<file path="config.mk">
export PLATFORM = sky130hd
export DESIGN_NAME = p1305_front_flat
export DESIGN_NICKNAME = d
export VERILOG_FILES = /design/src/rtl/p1305_pkg.sv /design/src/rtl/p1305_if.sv /design/src/rtl/p1305_front.sv /design/src/flat_wrapper.sv
export SDC_FILE = /design/constraint.sdc
export NUM_CORES = 1
export LEC_CHECK = 0
export ABC_AREA = 1
export BUFFER_PORTS_ARGS = -buffer_cell sky130_fd_sc_hd__buf_2
export CAP_MARGIN = 10
export CELL_PAD_IN_SITES_DETAIL_PLACEMENT = 0
export CELL_PAD_IN_SITES_GLOBAL_PLACEMENT = 1
export CORE_UTILIZATION = 11
export DETAILED_ROUTE_END_ITERATION = 6
export PLACE_DENSITY_LB_ADDON = 0.1
export SYNTH_ARGS = -nofsm -noshare
export SYNTH_HDL_FRONTEND = slang
export SYNTH_SLANG_ARGS = --single-unit
</file>
<file path="constraint.sdc">
create_clock -name vclk -period 0.8
set_input_delay 0.08 -clock vclk [all_inputs]
set_output_delay 0.08 -clock vclk [all_outputs]
set_load 0.01 [all_outputs]
</file>
<file path="src/rtl/p1305_pkg.sv">
// Poly1305 MAC package: shared types, constants and helper functions.
// No dependencies; used by the front end, queue, core, top and testbench.
package p1305_pkg;

   localparam int LIMB_W      = 26;
   localparam int ACC_W       = 27;
   localparam int H_W         = 28;
   localparam int R_W         = 26;
   localparam int R5_W        = 29;
   localparam int PROD_W      = 57;
   localparam int NUM_LIMBS   = 5;
   localparam int QUEUE_DEPTH = 2;
   localparam int CSR_ADDR_W  = 5;

   localparam logic [31:0] LIMB_MASK = 32'h03ff_ffff;
   localparam logic [31:0] TOP_BIT   = 32'h0100_0000;
   localparam logic [31:0] P_TOP     = 32'h0400_0000;
   localparam logic [31:0] FOLD_MUL  = 32'd5;

   localparam logic [1:0] REG_KEY_R_LOW  = 2'd0;
   localparam logic [1:0] REG_KEY_R_HIGH = 2'd1;
   localparam logic [1:0] REG_KEY_S_LOW  = 2'd2;
   localparam logic [1:0] REG_KEY_S_HIGH = 2'd3;

   typedef logic [ACC_W-1:0] acc_limb_type;
   typedef logic [H_W-1:0]   h_limb_type;
   typedef logic [R_W-1:0]   r_limb_type;
   typedef logic [R5_W-1:0]  r5_limb_type;

   typedef struct packed {
      logic [63:0] lo;
      logic [63:0] hi;
      logic        hibit;
      logic        absorb;
      logic        last;
   } job_type;

   typedef struct packed {
      logic    valid;
      job_type job;
   } job_slot_type;

   typedef enum logic [2:0] {
      ST_IDLE,
      ST_MUL,
      ST_FOLD,
      ST_FIN1,
      ST_FIN2,
      ST_FIN3
   } core_state_type;

   function automatic r_limb_type clamp_limb(input logic [63:0] rl,
                                             input logic [63:0] rh,
                                             input int k);
      logic [63:0] v;
      v = 64'd0;
      case (k)
         0: v = rl & 64'(LIMB_MASK);
         1: v = (rl >> 26) & 64'h3ff_ff03;
         2: v = ((rl >> 52) | (rh << 12)) & 64'h3ff_c0ff;
         3: v = (rh >> 14) & 64'h3f0_3fff;
         4: v = (rh >> 40) & 64'h00f_ffff;
         default: v = 64'd0;
      endcase
      return r_limb_type'(v[R_W-1:0]);
   endfunction

   function automatic logic [LIMB_W-1:0] block_limb(input logic [63:0] lo,
                                                    input logic [63:0] hi,
                                                    input int k);
      logic [63:0] v;
      v = 64'd0;
      case (k)
         0: v = lo;
         1: v = lo >> 26;
         2: v = (lo >> 52) | (hi << 12);
         3: v = hi >> 14;
         4: v = hi >> 40;
         default: v = 64'd0;
      endcase
      return v[LIMB_W-1:0];
   endfunction

endpackage

</file>
<file path="src/rtl/p1305_if.sv">
// Poly1305 MAC channel interfaces: message words in, tag words out.
// No dependencies.
interface p1305_req_if;
   logic        valid;
   logic        ready;
   logic [63:0] block_low;
   logic [63:0] block_high;
   logic [4:0]  byte_count;
   logic        last;
   modport source (output valid, block_low, block_high, byte_count, last, input ready);
   modport sink   (input valid, block_low, block_high, byte_count, last, output ready);
endinterface


</file>
<file path="src/rtl/p1305_front.sv">
// Poly1305 front end: accepts message words, pads short blocks, classifies.
// Depends on p1305_pkg and p1305_req_if.
module p1305_front (
   p1305_req_if.sink          req,
   input  logic               queue_full,
   output p1305_pkg::job_slot_type push
);

   logic [127:0] raw;
   logic [127:0] padded;
   logic         full_blk;
   logic [4:0]   n;

   always_comb begin
      n        = req.byte_count;
      full_blk = (n >= 5'd16);
      raw      = {req.block_high, req.block_low};
      padded   = raw;
      if (!full_blk) begin
         for (int k = 0; k < 16; k++) begin
            if (5'(k) > n) padded[8*k +: 8] = 8'h00;
            else if (5'(k) == n) padded[8*k +: 8] = 8'h01;
         end
      end
   end

   assign req.ready = !queue_full;

   always_comb begin
      push.job.lo     = padded[63:0];
      push.job.hi     = padded[127:64];
      push.job.hibit  = full_blk;
      push.job.absorb = (n != 5'd0);
      push.job.last   = req.last;
      push.valid      = req.valid && !queue_full && ((n != 5'd0) || req.last);
   end

endmodule

</file>
<file path="src/flat_wrapper.sv">
// flat-port wrapper written by rule: the top's interface ports become plain ports
module p1305_front_flat 
  (queue_full, push, req_valid, req_block_low, req_block_high, req_byte_count, req_last, req_ready);
  p1305_req_if req_i ();
  input  logic queue_full;
  output p1305_pkg::job_slot_type push;
  input wire logic [$bits(req_i.valid)-1:0] req_valid;
  input wire logic [$bits(req_i.block_low)-1:0] req_block_low;
  input wire logic [$bits(req_i.block_high)-1:0] req_block_high;
  input wire logic [$bits(req_i.byte_count)-1:0] req_byte_count;
  input wire logic [$bits(req_i.last)-1:0] req_last;
  output wire logic [$bits(req_i.ready)-1:0] req_ready;
  assign req_i.valid = req_valid;
  assign req_i.block_low = req_block_low;
  assign req_i.block_high = req_block_high;
  assign req_i.byte_count = req_byte_count;
  assign req_i.last = req_last;
  assign req_ready = req_i.ready;
  p1305_front u_core (.req(req_i), .queue_full(queue_full), .push(push));
endmodule
</file>
After elaboration in Yosys (flattened, before gate mapping)

Index checks and enable logic that the tools add are counted.

Order comparisons: 17
Equality and inequality tests: 15
Mux-type cells: 33
Reduce and logical (&&, ||, !) cells: 6

Operator list:

| kind                                                          | count |
|---|---|
| two-way mux 8 bit                                             | 32 |
| two-way mux 128 bit                                           | 1 |
| == test 4 x 5 -> 1 bit (first input constant)                 | 8 |
| greater-than comparator 4 x 5 -> 1 bit (first input constant) | 8 |
| == test 3 x 5 -> 1 bit (first input constant)                 | 4 |
| greater-than comparator 3 x 5 -> 1 bit (first input constant) | 4 |
| == test 2 x 5 -> 1 bit (first input constant)                 | 2 |
| greater-than comparator 1 x 5 -> 1 bit (first input constant) | 2 |
| greater-than comparator 2 x 5 -> 1 bit (first input constant) | 2 |
| == test 1 x 5 -> 1 bit (first input constant)                 | 1 |
| greater-or-equal comparator 5 bit (second input constant)     | 1 |
| logical NOT 5 bit                                             | 1 |
| nonzero test 5 bit                                            | 1 |
| logical AND 1 bit                                             | 2 |
| logical NOT 1 bit                                             | 1 |
| logical OR 1 bit                                              | 1 |

Register bits after elaboration: 0
Input bits: 136
Output and inout port bits: 133
Word-level logic and storage cells: 71

Logic depth before layout (Yosys ltp)

Word-level depth: 4
Depth in mapped cells: 6
Depth with buffers taken out: 6

Worst setup path after synthesis

Ideal clock, no wire load.

Kind: input to output
Start point: input req_byte_count[0]
End point: output push[20] (netlist bit)
Arrival: 0.769 ns
Data required time: 0.720 ns
Slack: -0.049 ns
Stages: 5
Buffers on the path: 1
Cell sequence: buf_2 -> nand2_1 -> inv_1 -> nand3_2 -> a21oi_1

RTL lines:

| element         | RTL line           | RTL |
|---|---|---|
| start, declared | flat_wrapper.sv:10 | `input wire logic [$bits(req_i.byte_count)-1:0] req_byte_count;` |
| end, declared   | flat_wrapper.sv:6  | `output p1305_pkg::job_slot_type push;` |

==> results.py <==
metrics = {
    "power_and_ir_drop": {
        "p_leak_uw": 0.00266,
        "power.density_nw_per_um2": 564,
        "p_total_uw": 2300,
        "vdd.ir_drop.worst_uv": 202,
    },
    "logic_synthesis": {
        "yosysWarnings": 0,
        "netlist_instances": 320,
        "synth.area.mux_share_pct": 0,
        "synth_nets": 456,
        "synth_area_per_cell_um2": 4.08,
        "synth_xor_area_share_pct": 0,
        "synthAdderAreaFrac_pct": 0,
        "synth_compound_area_share_pct": 7.38,
        "synth_top_family_by_area": "simple AND/OR/NAND/NOR gates",
        "syn_area_um2": 1310,
        "ys_seq_area_share_pct": 0,
        "synthSimpleGateAreaFrac_pct": 50.4,
        "synth_cell_type_count": 17,
    },
    "route": {
        "routed-via-count": 2743,
        "routed_via_density": 3.60,
        "first_iter_violations": 54,
        "drc": 0,
        "wl_per_cell_um": 10.2,
        "drt_pass1_iterations": 2,
        "wl_um": 7810,
        "ant_nets": 0,
    },
    "global_routing": {
        "use_met1_pct": 12.7,
        "grt_max_degree": 16,
        "grt_pass1_vias": 2508,
        "grt_use_total_pct": 11.3,
        "grt_pass1_wl_um": 11700,
        "antenna_found_initial": 0,
        "gr-total-overflow": 0,
        "grtUsageMet2_pct": 23.2,
        "busiest_layer": "met2",
        "grt.met3_usage_pct": 1.53,
    },
    "setup_path": {
        "critPathBufInv": 5,
        "worstPathCellList": "buf_8 > nor2_4 > buf_6 > buf_12 > nand2_8 > clkinv_8 > nor2_4 > buf_6",
        "crit_start": "req_byte_count[4]",
        "startpoint_type": "primary input",
        "cp.required_ns": 0.72,
        "worst_ep_arrival_time_ns": 0.97,
        "endpoint_kind": "output port",
        "cp_top_family": "buffers and inverters",
        "critPathMaxFanout": 7,
        "cp_num_cells": 8,
        "critPathKind": "in2out",
        "crit_path_end": "push[116]",
        "cp_slowest_stage_delay_ns": 0.17,
        "crit_slowest_cell": "nor2_4",
    },
    "timing": {
        "hold_viol": 0,
        "slew-limit-headroom_pct": 82.5,
        "postLayoutSetupSlackWorst_ns": -0.249,
        "fmax_ghz": 0.953,
        "tightestPinTransition_ns": 0.261,
        "final.setup.tns_ns": -19.17,
        "setup_viol": 122,
        "min_period_over_period_pct": 131,
        "drv_slew": 0,
        "period_minus_slack_ns": 1.05,
        "grt_setup_unrepaired": "yes",
    },
    "layout": {
        "diodes": 0,
        "nClkBuffers": 0,
        "seqCellArea_um2": 0,
        "nNetsFinal": 757,
        "finalNonFillerCells": 762,
        "fill_cells": 1292,
        "drive_above_1_share_pct": 65.9,
        "final_core_utilization_pct": 35.5,
        "numSequentialCells": 0,
        "area_growth_pct": 212,
    },
    "hold_path": {
        "holdPathStages": 2,
        "min_path_type": "in2out",
    },
    "clock_network": {
        "cts_hold_buf": 0,
    },
    "floorplanning": {
        "die_w_um": 111,
        "dieArea_um2": 12300,
        "fp.dieH_um": 111,
        "rows": 39,
        "io_pins": 269,
        "initial_core_util_pct": 11.4,
        "core_region_area_um2": 11500,
    },
    "placed_design": {
        "io_buffer_count": 269,
        "placedCellCount": 753,
        "hpwl_um": 6540,
        "place_congestion": 0.685,
    },
    "run_status": {
        "outcome": "finished, violations left",
        "violations": "negative setup slack",
    },
    "job": {
        "cap_violations": 0,
    },
}
==> logic make-up after synthesis <==
family / Yosys count
and+or+nand+nor: 162
AOI/OAI and AO/OA: 17
buffers and inverters: 141
==> report_power, final <==
group	switching (uW)	total [uW]	internal [uW]	leakage, uW
Combinational	1140	2300	1160	0.00266
Sequential	0	0	0	0
Clock	0	0	0	0
==> area by class of cell <==
type               instances  area, um^2  area share [%]
repair buffers           305        2010            49.5
multi-input cells        180        1290            31.7
inverters                134         586            14.4
well taps                143         179            4.40
==> timing repair <==
| item | 4_1_cts | 5_1_grt |
|---|---|---|
| buffers inserted | 1 | 6 |
| gates resized for setup | 60 | 166 |
| setup endpoints to repair | 123 | 123 |
| hold endpoints to repair | 0 | 0 |
| cloned | 1 | 1 |
| pin swaps | 19 | 28 |
==> layout by cell type, fill, tap and decap left out, types with 3 or more instances in the layout <==
| cell | instances |
|---|---|
| clkinv_8 | 4 |
| nor2_1 | 43 |
| a21oi_2 | 5 |
| nand2_2 | 13 |
| a21oi_4 | 3 |
| nand3_4 | 3 |
| o21ai_2 | 4 |
| nor2_2 | 14 |
| nand3_1 | 4 |
| nand2_4 | 8 |
| inv_1 | 121 |
| inv_4 | 5 |
| nand2_8 | 5 |
| o21ai_4 | 3 |
| nand2_1 | 41 |
| buf_4 | 17 |
| nor2_4 | 30 |
| buf_2 | 231 |
| buf_12 | 8 |
| buf_6 | 47 |
==> Yosys cell counts <==
library cell / number / share of area [%]
nor2_2: 1 / 0.48
inv_2: 6 / 1.7
nand2_4: 1 / 0.86
buf_6: 1 / 0.86
o21ai_0: 5 / 1.9
nor2_1: 84 / 24
nand3_1: 6 / 2.3
nor2_4: 2 / 1.7
o21ai_2: 3 / 2.0
buf_4: 3 / 1.7
clkbuf_1: 1 / 0.29
nand2_1: 64 / 18
nand3_2: 2 / 1.5
buf_2: 2 / 0.77
a21oi_1: 9 / 3.5
nand2_2: 2 / 0.96
inv_1: 128 / 37
==> worst min path at each step <==
| stage | from | endpoint | slack [ns] |
|---|---|---|---|
| 3_5_place_dp | req_last | push[0] | 0.36 |
| 6_report | req_last | push[0] | 0.40 |
| 3_3_place_gp | req_last | push[0] | 0.36 |
| 5_1_grt | req_last | push[0] | 0.41 |
| 4_1_cts | req_last | push[0] | 0.37 |
| 2_1_floorplan | queue_full | req_ready | 0.21 |
==> layer usage <==
layer,wire length (um),part of all wire [%]
met5,0,0
met4,23,0.29
met3,585,7.5
met2,4330,55
met1,2870,37
==> stage by stage <==
step                      hold WS [ns]  worst slack [ns]  cell area, um^2
after floorplan                  0.211           0.00368             1370
after global placement           0.363            -0.342             3080
after detailed placement         0.361            -0.357             3080
after CTS                        0.373            -0.249             3300
after global routing             0.408            -0.307             4070
final                            0.395            -0.249             4070
Power figures use the tool's default switching activity.
