**config.mk**
```make
export PLATFORM = sky130hd
export DESIGN_NAME = p1305_fifo
export DESIGN_NICKNAME = d
export VERILOG_FILES = /design/src/rtl/p1305_pkg.sv /design/src/rtl/p1305_fifo.sv
export SDC_FILE = /design/constraint.sdc
export NUM_CORES = 1
export LEC_CHECK = 0
export BUFFER_PORTS_ARGS = -buffer_cell sky130_fd_sc_hd__buf_2
export CAP_MARGIN = 20
export CORE_MARGIN = 4
export CORE_UTILIZATION = 55
export CTS_CLUSTER_DIAMETER = 100
export DETAILED_ROUTE_END_ITERATION = 8
export HOLD_SLACK_MARGIN = 0.12
export PLACE_DENSITY = 0.89
export SLEW_MARGIN = 20
export SYNTH_ARGS = -nofsm -noshare
export SYNTH_HDL_FRONTEND = slang
export SYNTH_SLANG_ARGS = --single-unit
```
**constraint.sdc**
```tcl
create_clock -name clock -period 18.2 [get_ports clock]
set_clock_uncertainty 0.2 [all_clocks]
set_input_delay 3.64 -clock clock [delete_from_list [all_inputs] [get_ports clock]]
set_output_delay 3.64 -clock clock [all_outputs]
set_load 0.1 [all_outputs]
```
**src/rtl/p1305_pkg.sv**
```systemverilog
// Poly1305 MAC package: shared types, constants and helper functions.
// No dependencies; used by the front end, queue, core, top and testbench.
package p1305_pkg;

   localparam int LIMB_W      = 26;
   localparam int ACC_W       = 27;
   localparam int H_W         = 28;
   localparam int R_W         = 26;
   localparam int R5_W        = 29;
   localparam int PROD_W      = 57;
   localparam int NUM_LIMBS   = 5;
   localparam int QUEUE_DEPTH = 2;
   localparam int CSR_ADDR_W  = 5;

   localparam logic [31:0] LIMB_MASK = 32'h03ff_ffff;
   localparam logic [31:0] TOP_BIT   = 32'h0100_0000;
   localparam logic [31:0] P_TOP     = 32'h0400_0000;
   localparam logic [31:0] FOLD_MUL  = 32'd5;

   localparam logic [1:0] REG_KEY_R_LOW  = 2'd0;
   localparam logic [1:0] REG_KEY_R_HIGH = 2'd1;
   localparam logic [1:0] REG_KEY_S_LOW  = 2'd2;
   localparam logic [1:0] REG_KEY_S_HIGH = 2'd3;

   typedef logic [ACC_W-1:0] acc_limb_type;
   typedef logic [H_W-1:0]   h_limb_type;
   typedef logic [R_W-1:0]   r_limb_type;
   typedef logic [R5_W-1:0]  r5_limb_type;

   typedef struct packed {
      logic [63:0] lo;
      logic [63:0] hi;
      logic        hibit;
      logic        absorb;
      logic        last;
   } job_type;

   typedef struct packed {
      logic    valid;
      job_type job;
   } job_slot_type;

   typedef enum logic [2:0] {
      ST_IDLE,
      ST_MUL,
      ST_FOLD,
      ST_FIN1,
      ST_FIN2,
      ST_FIN3
   } core_state_type;

   function automatic r_limb_type clamp_limb(input logic [63:0] rl,
                                             input logic [63:0] rh,
                                             input int k);
      logic [63:0] v;
      v = 64'd0;
      case (k)
         0: v = rl & 64'(LIMB_MASK);
         1: v = (rl >> 26) & 64'h3ff_ff03;
         2: v = ((rl >> 52) | (rh << 12)) & 64'h3ff_c0ff;
         3: v = (rh >> 14) & 64'h3f0_3fff;
         4: v = (rh >> 40) & 64'h00f_ffff;
         default: v = 64'd0;
      endcase
      return r_limb_type'(v[R_W-1:0]);
   endfunction

   function automatic logic [LIMB_W-1:0] block_limb(input logic [63:0] lo,
                                                    input logic [63:0] hi,
                                                    input int k);
      logic [63:0] v;
      v = 64'd0;
      case (k)
         0: v = lo;
         1: v = lo >> 26;
         2: v = (lo >> 52) | (hi << 12);
         3: v = hi >> 14;
         4: v = hi >> 40;
         default: v = 64'd0;
      endcase
      return v[LIMB_W-1:0];
   endfunction

endpackage

```
**src/rtl/p1305_fifo.sv**
```systemverilog
// Poly1305 job queue between front end and multiply core.
// Depends on p1305_pkg.
module p1305_fifo (
   input  logic                     clock,
   input  logic                     reset,
   input  p1305_pkg::job_slot_type  push,
   input  logic                     pop,
   output logic                     full,
   output p1305_pkg::job_slot_type  head
);

   localparam int PTR_W = $clog2(p1305_pkg::QUEUE_DEPTH);

   p1305_pkg::job_type mem_ff [p1305_pkg::QUEUE_DEPTH];
   logic [PTR_W-1:0] wr_ptr_ff, wr_ptr_in;
   logic [PTR_W-1:0] rd_ptr_ff, rd_ptr_in;
   logic [PTR_W:0]   count_ff, count_in;
   logic             do_pop;

   assign full       = (count_ff == (PTR_W+1)'(p1305_pkg::QUEUE_DEPTH));
   assign head.valid = (count_ff != '0);
   assign head.job   = mem_ff[rd_ptr_ff];
   assign do_pop     = pop && head.valid;

   always_comb begin
      wr_ptr_in = wr_ptr_ff;
      rd_ptr_in = rd_ptr_ff;
      count_in  = count_ff;
      if (push.valid) begin
         wr_ptr_in = (wr_ptr_ff == PTR_W'(p1305_pkg::QUEUE_DEPTH-1)) ? '0 : wr_ptr_ff + 1'b1;
      end
      if (do_pop) begin
         rd_ptr_in = (rd_ptr_ff == PTR_W'(p1305_pkg::QUEUE_DEPTH-1)) ? '0 : rd_ptr_ff + 1'b1;
      end
      if (push.valid && !do_pop) count_in = count_ff + 1'b1;
      else if (!push.valid && do_pop) count_in = count_ff - 1'b1;
   end

   always_ff @(posedge clock) begin
      if (reset) begin
         wr_ptr_ff <= '0;
         rd_ptr_ff <= '0;
         count_ff  <= '0;
      end else begin
         wr_ptr_ff <= wr_ptr_in;
         rd_ptr_ff <= rd_ptr_in;
         count_ff  <= count_in;
      end
   end

   always_ff @(posedge clock) begin
      if (push.valid) mem_ff[wr_ptr_ff] <= push.job;
   end

endmodule

```
# Word level (Yosys, flattened, before mapping)
# Memory sizes are Yosys's and may differ from the RTL's. A register that Yosys moved wholly into a read port is not among the register bits.
# Index checks and enable logic that the tools add are counted.
[totals]
ram_bits = 262
regBits = 4
output_inout_bits = 133
word_cells = 24
memories = 1
[classes]
add_sub_neg = 4
n_reduce_logical = 7
n_mux = 8
n_eq_ne = 1
[memory_table]
columns = ["name", "words", "width", "rd", "rd_ports_with_merged_regs", "write_ports", "line", "source"]
rows = [
  ["mem_ff", 2, 131, 1, 1, 1, "p1305_fifo.sv:14", "p1305_pkg::job_type mem_ff [p1305_pkg::QUEUE_DEPTH];"],
]
[ops]
columns = ["cell", "n"]
rows = [
  ["1-bit 2-to-1 mux", 6],
  ["2-bit 2-to-1 mux", 2],
  ["2-bit nonzero test", 2],
  ["1-bit logical AND", 3],
  ["1-bit adder, second input constant", 2],
  ["2-bit by 1-bit adder with 2-bit output, second input constant", 1],
  ["2-bit == test, second input constant", 1],
  ["1-bit zero test", 2],
  ["2-bit by 1-bit subtractor with 2-bit output, second input constant", 1],
]

# Depth between registers and ports, before layout
# Gate-level depths: netlist (run 1).
[depth]
ltp_word = 5
mapped_depth = 5

# Worst setup path before layout (run 1)
# Ideal clock, no wire load.
[synth_timing]
path_type = "input -> register"
startpoint = "in push[131] in the netlist's numbering"
endpoint = "mem mem_ff[0][0] in the netlist's numbering (enable)"
setup_ns = 0.639
t_arrival_ns = 9.316
n_path_buf = 0
cell_stages = 1
path_slack_ns = 8.045
cell_sequence = "nor2b_1"
[synth_via]
elab_chain_len = 2
[synth_lines]
columns = ["item", "line", "source"]
rows = [
  ["from (decl)", "p1305_fifo.sv:6", "input p1305_pkg::job_slot_type push,"],
  ["1-bit 2-to-1 mux", "p1305_fifo.sv:52", "if (push.valid) mem_ff[wr_ptr_ff] <= push.job;"],
  ["1-bit 2-to-1 mux (not written as such)", "p1305_fifo.sv:52", ""],
  ["to (decl)", "p1305_fifo.sv:14", ""],
]
# No other way between the ends.

==> impl_metrics.json, run 1 <==
{
  "cp_cell_sequence": "buf_4 -> buf_4 -> mux2_2 -> buf_2",
  "switching_share_pct": 44.6,
  "postCtsHoldBufs": 0,
  "pwr-share-clk_pct": 22.4,
  "grt_pass1_vias": 5241,
  "crit_type": "reg -> out",
  "period_share_pct": 40.4,
  "dp_hpwl_mm": 12.5,
  "min-delay-start": "rd_ptr_ff",
  "period_minus_slack_ns": 7.35,
  "relSlewSlack_pct": 23.7,
  "internal_power_mw": 1.21,
  "core_sq_mm": 0.0180,
  "r2r_end": "mem_ff[1][44]",
  "num_rows": 49,
  "drtIter0Drc": 202,
  "cts_buffers": 26,
  "num_io_pins": 268,
  "post-cts-setup-buffers": 0,
  "yosysSeqAreaShare_pct": 79.4,
  "io_buffers": 267,
  "crit_path_frequent_cell": "buf_4",
  "insertion_delay_ns": 0.51,
  "hold_viol": 0,
  "holdPathEnd": "rd_ptr_ff",
  "grt_pass1_wl_mm": 27.1,
  "netlist_area_sq_mm": 0.0100,
  "switching_power_mw": 0.976,
  "whs_path_depth": 2,
  "die_area_sq_mm": 0.0205,
  "postRouteAntennaNets": 0,
  "clock_path_buffers": 3,
  "p_leak_nw": 4.81,
  "irDropWorstVdd_uv": 151,
  "ctsHtreeMaxLevel": 1,
  "start_util_pct": 55.9,
  "cts_resized": 0,
  "worstPathMaxFanout": 67,
  "drc": 0,
  "instances_no_fill": 962,
  "die_h_um": 143,
  "ys_ff_latch": 267,
  "grt_setup_unrepaired": "false",
  "r2r_slack_ns": 15.52,
  "power_density_mw_per_mm2": 177,
  "dr.pass1.iters": 4,
  "r2r_start": "wr_ptr_ff",
  "placedCellCount": 916,
  "critical_path.endpoint_type": "output port",
  "finalSetupViolCount": 0,
  "timing.setup.tns_ns": 0,
  "ys_types": 17,
  "syn_nets": 566,
  "vias": 4977,
  "wire_per_inst_um": 19.5,
  "drive_gt1_share_pct": 60.2,
  "syn-instance-count": 430,
  "cpPeakStageDelay_ns": 0.96,
  "cpMaxStageDelayCell": "buf_4",
  "gp_congestion": 0.764,
  "wl_mm": 18.7,
  "final_cell_mix": "buf_2 (267), edfxtp_1 (262), mux2_4 (90), mux2_2 (41), clkbuf_16 (27)",
  "tightestPinTransition_ns": 1.14,
  "fin_nets": 851,
  "cp.arrival_ns": 3.51,
  "n_antenna_cell": 0,
  "pwr-share-seq_pct": 33.5,
  "syn_area_per_cell_sq_um": 23.3,
  "hp-class": "reg -> reg",
  "grt-ovfl-total": 0,
  "antenna_found_initial": 1,
  "fp.dieW_um": 143,
  "root_buffer": "clkbuf_16",
  "maxSlewViolCount": 0,
  "cts_tree": "built",
  "cap_violations": 0,
  "vias_per_cell": 5.17,
  "clock-sinks": 267,
  "grt_max_degree": 73,
  "grt_usage_pct": 17.1,
  "area_delta_synth_final_pct": 23.0,
  "status": "complete, no violations",
  "crit_required_ns": 14.36,
  "rr_worst_depth": 2,
  "fmax_mhz": 136,
  "clk_pin_slew_ns": 0.06,
  "setup.worst_path.start_class": "flip-flop",
  "final_common_cell": "buf_2",
  "share_comb_of_total_power_pct": 44.1,
  "ys_warn_count": 0,
  "fillCellCount": 1104
}
==> how the worst max path moves through the flow <==
stage	from	end	slack [ns]
6_report	flip-flop	head[127]	10.85
5_1_grt	flip-flop	head[127]	10.70
4_1_cts	flip-flop	head[8]	10.84
3_5_place_dp	flip-flop	head[8]	11.41
3_3_place_gp	flip-flop	head[8]	11.44
2_1_floorplan	push[131]	mem_ff[0][0]	8.05
==> layout make-up <==
cell class              instances  area [sq um]  area share, %
repair buffers                272          1370           11.1
clock inverters                13          87.6          0.709
flip-flops and latches        267          7970           64.5
clock buffers                  33           698           5.65
well taps                     229           287           2.32
multi-input cells             148          1930           15.6
==> registers in the layout (all words and copies together) (netlist names), named ones only <==
name       count
count_ff       2
wr_ptr_ff      1
mem_ff       262
rd_ptr_ff      1
==> metrics by stage <==
stage / hold slack [ns] / instance area, sq um / setup slack (ns) / power (mW) / utilization (%)
6_report: 0.309 / 12300 / 10.85 / 2.19 / 68.7
3_3_place_gp: 0.283 / 11600 / 11.44 / 1.70 / 64.4
2_1_floorplan: 0.266 / 10000 / 8.05 / 1.62 / -
3_5_place_dp: 0.304 / 11600 / 11.41 / 1.72 / 64.4
4_1_cts: 0.321 / 12300 / 10.84 / 2.21 / 68.7
5_1_grt: 0.359 / 12300 / 10.70 / 2.25 / 68.7
==> per-layer routing <==
metal | part of all wire, % | global-route usage (%) | up-vias
li1 | - | - | 2278
met1 | 39 | 21.2 | 2442
met2 | 51 | 30.3 | 219
met3 | 7.7 | 3.68 | 36
met4 | 2.1 | 5.35 | 2
met5 | 0.064 | 0 | -
==> cells by family (layout without fill, tap and decap cells) <==
family	after synthesis	in the layout	synth area share (%)
adder cells (fa/ha/maj)	1	1	0.125
XOR/XNOR	4	4	0.349
AO/OA/AOI/OAI	3	3	0.150
multiplexers	131	131	18.1
AND/OR/NAND/NOR	9	9	0.461
buffers and inverters	15	318	1.47
flip-flops	267	267	79.4
==> critical path: cells and delay by family (launching register included) <==
family,cells,cell delay (ns)
muxes,1,0.33
DFF,1,0.33
buffers and inverters,3,2.20
==> power groups by stage <==
stage / Clock (mW) / Combinational (mW) / Sequential (mW)
3_3_place_gp: 0 / 0.959 / 0.744
3_5_place_dp: 0 / 0.968 / 0.747
6_report: 0.490 / 0.965 / 0.734
2_1_floorplan: 0 / 0.870 / 0.748
4_1_cts: 0.500 / 0.971 / 0.735
5_1_grt: 0.526 / 0.990 / 0.738
==> Yosys cell counts <==
master	count	area share, %
edfxtp_1	262	78
mux2_4	90	13
mux2_2	41	4.6
buf_6	10	1.1
dfxtp_1	5	1.0
buf_2	4	0.20
nor2_1	4	0.15
xor2_1	3	0.26
nor2b_1	2	0.12
o21ai_0	2	0.10
a21oi_1	1	0.050
and2_1	1	0.062
buf_8	1	0.15
ha_1	1	0.12
or2_2	1	0.062
or3_1	1	0.062
xnor2_1	1	0.087
(Power assumes the default switching activity.)
==> inputs of run 2 (changes only) <==
--- a/config.mk
+++ b/config.mk
@@ -8,11 +8,11 @@
 export BUFFER_PORTS_ARGS = -buffer_cell sky130_fd_sc_hd__buf_2
 export CAP_MARGIN = 20
 export CORE_MARGIN = 4
-export CORE_UTILIZATION = 55
+export CORE_UTILIZATION = 47
 export CTS_CLUSTER_DIAMETER = 100
 export DETAILED_ROUTE_END_ITERATION = 8
 export HOLD_SLACK_MARGIN = 0.12
-export PLACE_DENSITY = 0.89
+export PLACE_DENSITY = 0.81
 export SLEW_MARGIN = 20
 export SYNTH_ARGS = -nofsm -noshare
 export SYNTH_HDL_FRONTEND = slang
==> constraint.sdc (replaced) <==
create_clock -name clock -period 6.3 [get_ports clock]
set_clock_uncertainty 0.2 [all_clocks]
set_input_delay 1.26 -clock clock [delete_from_list [all_inputs] [get_ports clock]]
set_output_delay 1.26 -clock clock [all_outputs]
set_load 0.1 [all_outputs]
==> impl_metrics.json, run 2 (synthesis gave the netlist of run 1 again) <==
{
  "dp_hpwl_mm": 12.2,
  "largest_register": "mem_ff",
  "use_met2_pct": 25.0,
  "die_area_sq_mm": 0.0238,
  "period_minus_slack_ns": 4.01,
  "core_sq_mm": 0.0210,
  "critical_path.endpoint_type": "output port",
  "largest_reg_flops": 262,
  "post-cts-setup-buffers": 0,
  "cp_cell_sequence": "buf_12 -> mux2_2 -> buf_2",
  "num_rows": 53,
  "final_area_sq_mm": 0.0124,
  "cts_tree": "built",
  "irDropWorstVdd_uv": 534,
  "die_h_um": 154,
  "gp_congestion": 0.721,
  "drc": 0,
  "switching_share_pct": 44.6,
  "top_usage_layer": "met2",
  "timing.setup.tns_ns": 0,
  "holdPathEnd": "count_ff[1]",
  "power_density_mw_per_mm2": 506,
  "fillCellCount": 1555,
  "cp.arrival_ns": 2.55,
  "insertion_delay_ns": 0.50,
  "gr-usage-met3_pct": 4.59,
  "finalSetupViolCount": 0,
  "num_io_pins": 268,
  "cpPeakStageDelay_ns": 0.50,
  "relSlewSlack_pct": 34.4,
  "vias": 4899,
  "cap_violations": 0,
  "wire_per_inst_um": 18.0,
  "clk_pin_slew_ns": 0.06,
  "vias_per_cell": 4.86,
  "area_delta_synth_final_pct": 23.5,
  "fin_nets": 850,
  "drive_gt1_share_pct": 59.4,
  "fmax_mhz": 250,
  "use_met1_pct": 17.6,
  "grt_setup_unrepaired": "false",
  "grt_pass1_vias": 5338,
  "rr_worst_depth": 2,
  "status": "complete, no violations",
  "io_buffers": 267,
  "hold_viol": 0,
  "crit_type": "reg -> out",
  "p_leak_nw": 4.79,
  "postCtsHoldBufs": 0,
  "start_util_pct": 47.7,
  "clock-sinks": 267,
  "drtIter0Drc": 162,
  "grt_usage_pct": 14.6,
  "min-delay-start": "count_ff[1]",
  "dr.pass1.iters": 4,
  "p_total_mw": 6.27,
  "switching_power_mw": 2.80,
  "worstPathBufferInverterCount": 2,
  "top_regs": "mem_ff: 262 flops, count_ff: 2 flops",
  "setup.worst_path.start_class": "flip-flop",
  "instances_no_fill": 1008,
  "period_share_pct": 63.6,
  "cts_resized": 0,
  "pwr-share-seq_pct": 34.1,
  "final_cell_mix": "buf_2 (267), edfxtp_1 (262), mux2_4 (90), mux2_2 (41), clkbuf_16 (27)",
  "postRouteAntennaNets": 0,
  "share_comb_of_total_power_pct": 44.2,
  "antenna_found_initial": 4,
  "final_common_cell": "buf_2",
  "worstPathMaxFanout": 116,
  "cts_buffers": 26,
  "fp.dieW_um": 154,
  "r2r_slack_ns": 4.03,
  "wl_mm": 18.1,
  "clock_path_buffers": 3,
  "grt_pass1_wl_mm": 27.7,
  "pwr-share-clk_pct": 21.7,
  "tightestPinTransition_ns": 0.985,
  "internal_power_mw": 3.47,
  "critPathTopFamily": "buffers and inverters",
  "root_buffer": "clkbuf_16",
  "dpl_cell_area_sq_mm": 0.0116,
  "r2r_end": "mem_ff[1][5]",
  "ctsHtreeMaxLevel": 1,
  "placedCellCount": 961,
  "grt_max_degree": 117,
  "crit_required_ns": 4.84,
  "hp-class": "reg -> reg",
  "grt-ovfl-total": 0,
  "r2r_start": "wr_ptr_ff",
  "maxSlewViolCount": 0,
  "whs_path_depth": 2,
  "cpMaxStageDelayCell": "buf_12"
}
run 2: cell count changes in the layout (fill, tap and decap cells not counted):
| cell | change |
|---|---|
| clkinvlp_4 | -1 |
| buf_4 | -3 |
| diode_2 | +1 |
| clkinv_2 | -3 |
| clkinv_1 | +1 |
| bufinv_16 | -1 |
| clkbuf_1 | +4 |
| buf_12 | +2 |
run 2: cell type report:
class	instances	area, sq um	share of cell area (%)
diodes	1	2.50	0.0202
clock buffers	37	713	5.75
multi-input cells	148	1930	15.6
clock inverters	9	38.8	0.313
well taps	275	344	2.78
repair buffers	271	1390	11.2
flip-flops and latches	267	7970	64.3
run 2: worst max-delay path by stage:
stage / to / cells past startpoint / slack [ns] / start
2_1_floorplan: mem_ff[0][0] / 1 / 0.99 / push[131]
6_report: head[2] / 3 / 2.29 / flip-flop
3_5_place_dp: head[12] / 3 / 2.89 / flip-flop
5_1_grt: head[3] / 3 / 2.22 / flip-flop
3_3_place_gp: head[14] / 3 / 2.90 / flip-flop
4_1_cts: head[12] / 3 / 2.34 / flip-flop
run 2: power groups by stage:
| stage | combinational, mW | sequential (mW) | clock (mW) |
|---|---|---|---|
| floorplan | 2.51 | 2.16 | 0 |
| global placement | 2.77 | 2.17 | 0 |
| detailed placement | 2.78 | 2.18 | 0 |
| CTS | 2.78 | 2.14 | 1.40 |
| global route | 2.84 | 2.15 | 1.49 |
| finish | 2.77 | 2.14 | 1.36 |
run 2: stage by stage:
step | hold WS, ns | utilization, % | worst slack, ns
6_report | 0.320 | 59.0 | 2.29
5_1_grt | 0.341 | 59.0 | 2.22
4_1_cts | 0.319 | 58.9 | 2.34
3_5_place_dp | 0.304 | 55.4 | 2.89
3_3_place_gp | 0.288 | 55.4 | 2.90
2_1_floorplan | 0.266 | - | 0.987
run 2: routing by layer:
layer / up-vias / part of all wire [%]
met3: 39 / 8.8
met5: - / 0.19
met4: 6 / 2.7
met1: 2376 / 39
met2: 195 / 50
li1: 2283 / -
run 2: tightest hold or removal path: stages, from the launching register on:
cell and delay (ns):
dfxtp_1 0.33, o21ai_0 0.08, a21oi_1 0.06
==> inputs of run 3 (changes only) <==
--- a/config.mk
+++ b/config.mk
@@ -5,6 +5,7 @@
 export SDC_FILE = /design/constraint.sdc
 export NUM_CORES = 1
 export LEC_CHECK = 0
+export ABC_AREA = 1
 export BUFFER_PORTS_ARGS = -buffer_cell sky130_fd_sc_hd__buf_2
 export CAP_MARGIN = 20
 export CORE_MARGIN = 4
==> constraint.sdc (replaced) <==
create_clock -name clock -period 3.53 [get_ports clock]
set_clock_uncertainty 0.2 [all_clocks]
set_input_delay 0.706 -clock clock [delete_from_list [all_inputs] [get_ports clock]]
set_output_delay 0.706 -clock clock [all_outputs]
set_load 0.1 [all_outputs]
==> impl_metrics.json, run 3 <==
{
  "core_sq_mm": 0.0210,
  "clock_path_buffers": 3,
  "clk_pin_slew_ns": 0.06,
  "internal_power_mw": 5.79,
  "cp_cell_sequence": "buf_12 -> mux2_2 -> buf_2",
  "synth-edff-count": 262,
  "start_util_pct": 47.9,
  "grt-ovfl-total": 0,
  "whs_path_depth": 1,
  "fmax_mhz": 315,
  "io_buffers": 267,
  "ys_types": 16,
  "final_cell_mix": "buf_2 (267), edfxtp_1 (262), mux2_4 (90), mux2_2 (41), clkbuf_16 (27)",
  "root_buffer": "clkbuf_16",
  "n_antenna_cell": 0,
  "drive_gt1_share_pct": 59.3,
  "dr.pass1.iters": 4,
  "dp_hpwl_mm": 12.4,
  "fillCellCount": 1530,
  "drtIter0Drc": 242,
  "status": "complete, no violations",
  "relSlewSlack_pct": 58.9,
  "cpPeakStageDelay_ns": 0.67,
  "syn_area_per_cell_sq_um": 22.7,
  "syn_nets": 579,
  "fp.dieW_um": 154,
  "gp_congestion": 0.773,
  "maxSlewViolCount": 0,
  "num_rows": 53,
  "vias": 5011,
  "grt_pass1_vias": 5209,
  "area_delta_synth_final_pct": 25.1,
  "cts_tree": "built",
  "post-route-util_pct": 59.9,
  "synth_area_leaders": "edfxtp_1 (78%), mux2_4 (13%), mux2_2 (4.6%)",
  "crit_required_ns": 2.62,
  "hold_viol": 0,
  "syn-instance-count": 443,
  "die_area_sq_mm": 0.0238,
  "wl_mm": 18.6,
  "netlist_area_sq_mm": 0.0101,
  "critical_path.endpoint_type": "output port",
  "yosysTopAreaCell": "edfxtp_1",
  "switching_share_pct": 34.1,
  "crit_cells": 3,
  "grt_pass1_wl_mm": 27.8,
  "period_share_pct": 90.0,
  "postRouteAntennaNets": 0,
  "cp.arrival_ns": 2.27,
  "tightestPinTransition_ns": 0.617,
  "drc": 0,
  "num_io_pins": 268,
  "worstPathMaxFanout": 41,
  "share_comb_of_total_power_pct": 26.9,
  "insertion_delay_ns": 0.51,
  "synth_ff_type": "edfxtp_1",
  "fin_nets": 869,
  "ctsHtreeMaxLevel": 1,
  "yosysSeqAreaShare_pct": 79.2,
  "worstPathBufferInverterCount": 2,
  "grt_setup_unrepaired": "false",
  "cap_violations": 0,
  "irDropWorstVdd_uv": 474,
  "cts_buffers": 27,
  "rr_worst_depth": 9,
  "p_leak_nw": 4.92,
  "clock-sinks": 267,
  "switching_power_mw": 2.99,
  "period_minus_slack_ns": 3.18,
  "vias_per_cell": 4.89,
  "critPathTopFamily": "flip-flops",
  "async_reset_ff_share_pct": 0,
  "yosysMostFrequentCell": "edfxtp_1",
  "setup.worst_path.start_class": "flip-flop",
  "crit_type": "reg -> out",
  "largest_register": "mem_ff",
  "synth_common_cells": "edfxtp_1 (262), mux2_4 (90), mux2_2 (41)",
  "timing.setup.tns_ns": 0,
  "post-cts-setup-buffers": 0,
  "final_common_cell": "buf_2",
  "wire_per_inst_um": 18.1,
  "cts_resized": 0,
  "top_regs": "mem_ff: 262 flops, count_ff: 2 flops",
  "antenna_found_initial": 2,
  "cpMaxStageDelayCell": "dfxtp_4",
  "finalSetupViolCount": 0,
  "ys_ff_latch": 267,
  "pwr-share-clk_pct": 30.5,
  "hp-class": "in -> reg",
  "grt_usage_pct": 14.7,
  "ys_warn_count": 0,
  "grt_max_degree": 87,
  "postCtsHoldBufs": 0,
  "largest_reg_flops": 262,
  "pwr-share-seq_pct": 42.6,
  "die_h_um": 154,
  "power_density_mw_per_mm2": 698,
  "synth_top_area_share_pct": 78.2
}
run 3: changes by cell type in the layout (fill, tap and decap cells not counted), moves of 2 or more:
cell and change:
nand3_1 +2, inv_1 +7, clkbuf_1 -6, bufinv_16 +3
xor2_1 -3, nand2_1 +8, buf_12 +4, clkinv_2 +4
run 3: logic make-up after synthesis:
| group | Yosys count | share of synthesized area, % |
|---|---|---|
| mux | 131 | 18.0 |
| compound gates | 3 | 0.149 |
| fa+ha+maj | 1 | 0.124 |
| simple gates | 18 | 0.734 |
| buf+inv | 23 | 1.77 |
| flops | 267 | 79.2 |
run 3: worst paths after layout:
kind / startpoint / to / slack (ns)
max: flip-flop / head[11] / 0.35
max reg2reg: count_ff[0] / count_ff[1] / 1.88
min: push[119] / mem_ff[0][119] / 0.18
min reg2reg: rd_ptr_ff / flip-flop / 0.33
run 3: worst register-to-register path, stage by stage (launching register included):
cell	delay [ns]
dfxtp_1	0.36
inv_1	0.10
nand2_1	0.15
nand2_1	0.08
ha_1	0.32
inv_1	0.09
nand3_1	0.10
nand2_1	0.07
inv_1	0.04
nor2_1	0.08
run 3: power by group through the flow:
stage / registers, mW / logic [mW] / clock network (mW)
after CTS: 3.74 / 2.38 / 2.74
after global routing: 3.76 / 2.43 / 2.89
after detailed placement: 3.81 / 2.37 / 0
final: 3.74 / 2.36 / 2.68
after floorplan: 3.78 / 2.07 / 0
after global placement: 3.80 / 2.36 / 0
run 3: layer usage:
metal / vias to the layer above / wire length [um] / track usage [%]
li1: 2322 / - / -
met1: 2442 / 7170 / 18.2
met2: 205 / 9420 / 25.7
met3: 38 / 1500 / 3.86
met4: 4 / 448 / 4.42
met5: - / 19 / 0
run 3: cell type report:
| type | instances | area (sq um) | share of cell area (%) |
|---|---|---|---|
| Timing Repair Buffer | 276 | 1480 | 11.8 |
| Multi-Input combinational cell | 153 | 1920 | 15.3 |
| Clock inverter | 15 | 141 | 1.12 |
| Tap cell | 275 | 344 | 2.73 |
| Sequential cell | 267 | 7970 | 63.4 |
| Inverter | 8 | 33.8 | 0.268 |
| Clock buffer | 31 | 691 | 5.49 |
run 3: metrics by stage:
stage	setup slack (ns)	total power [mW]	hold WS [ns]	instances	cell area (sq um)
2_1_floorplan	0.200	5.85	0.265	443	10100
3_3_place_gp	0.887	6.15	0.277	979	11800
3_5_place_dp	0.880	6.18	0.290	979	11800
4_1_cts	0.316	8.87	0.152	1025	12600
5_1_grt	0.252	9.08	0.151	1025	12600
6_report	0.353	8.78	0.179	1025	12600
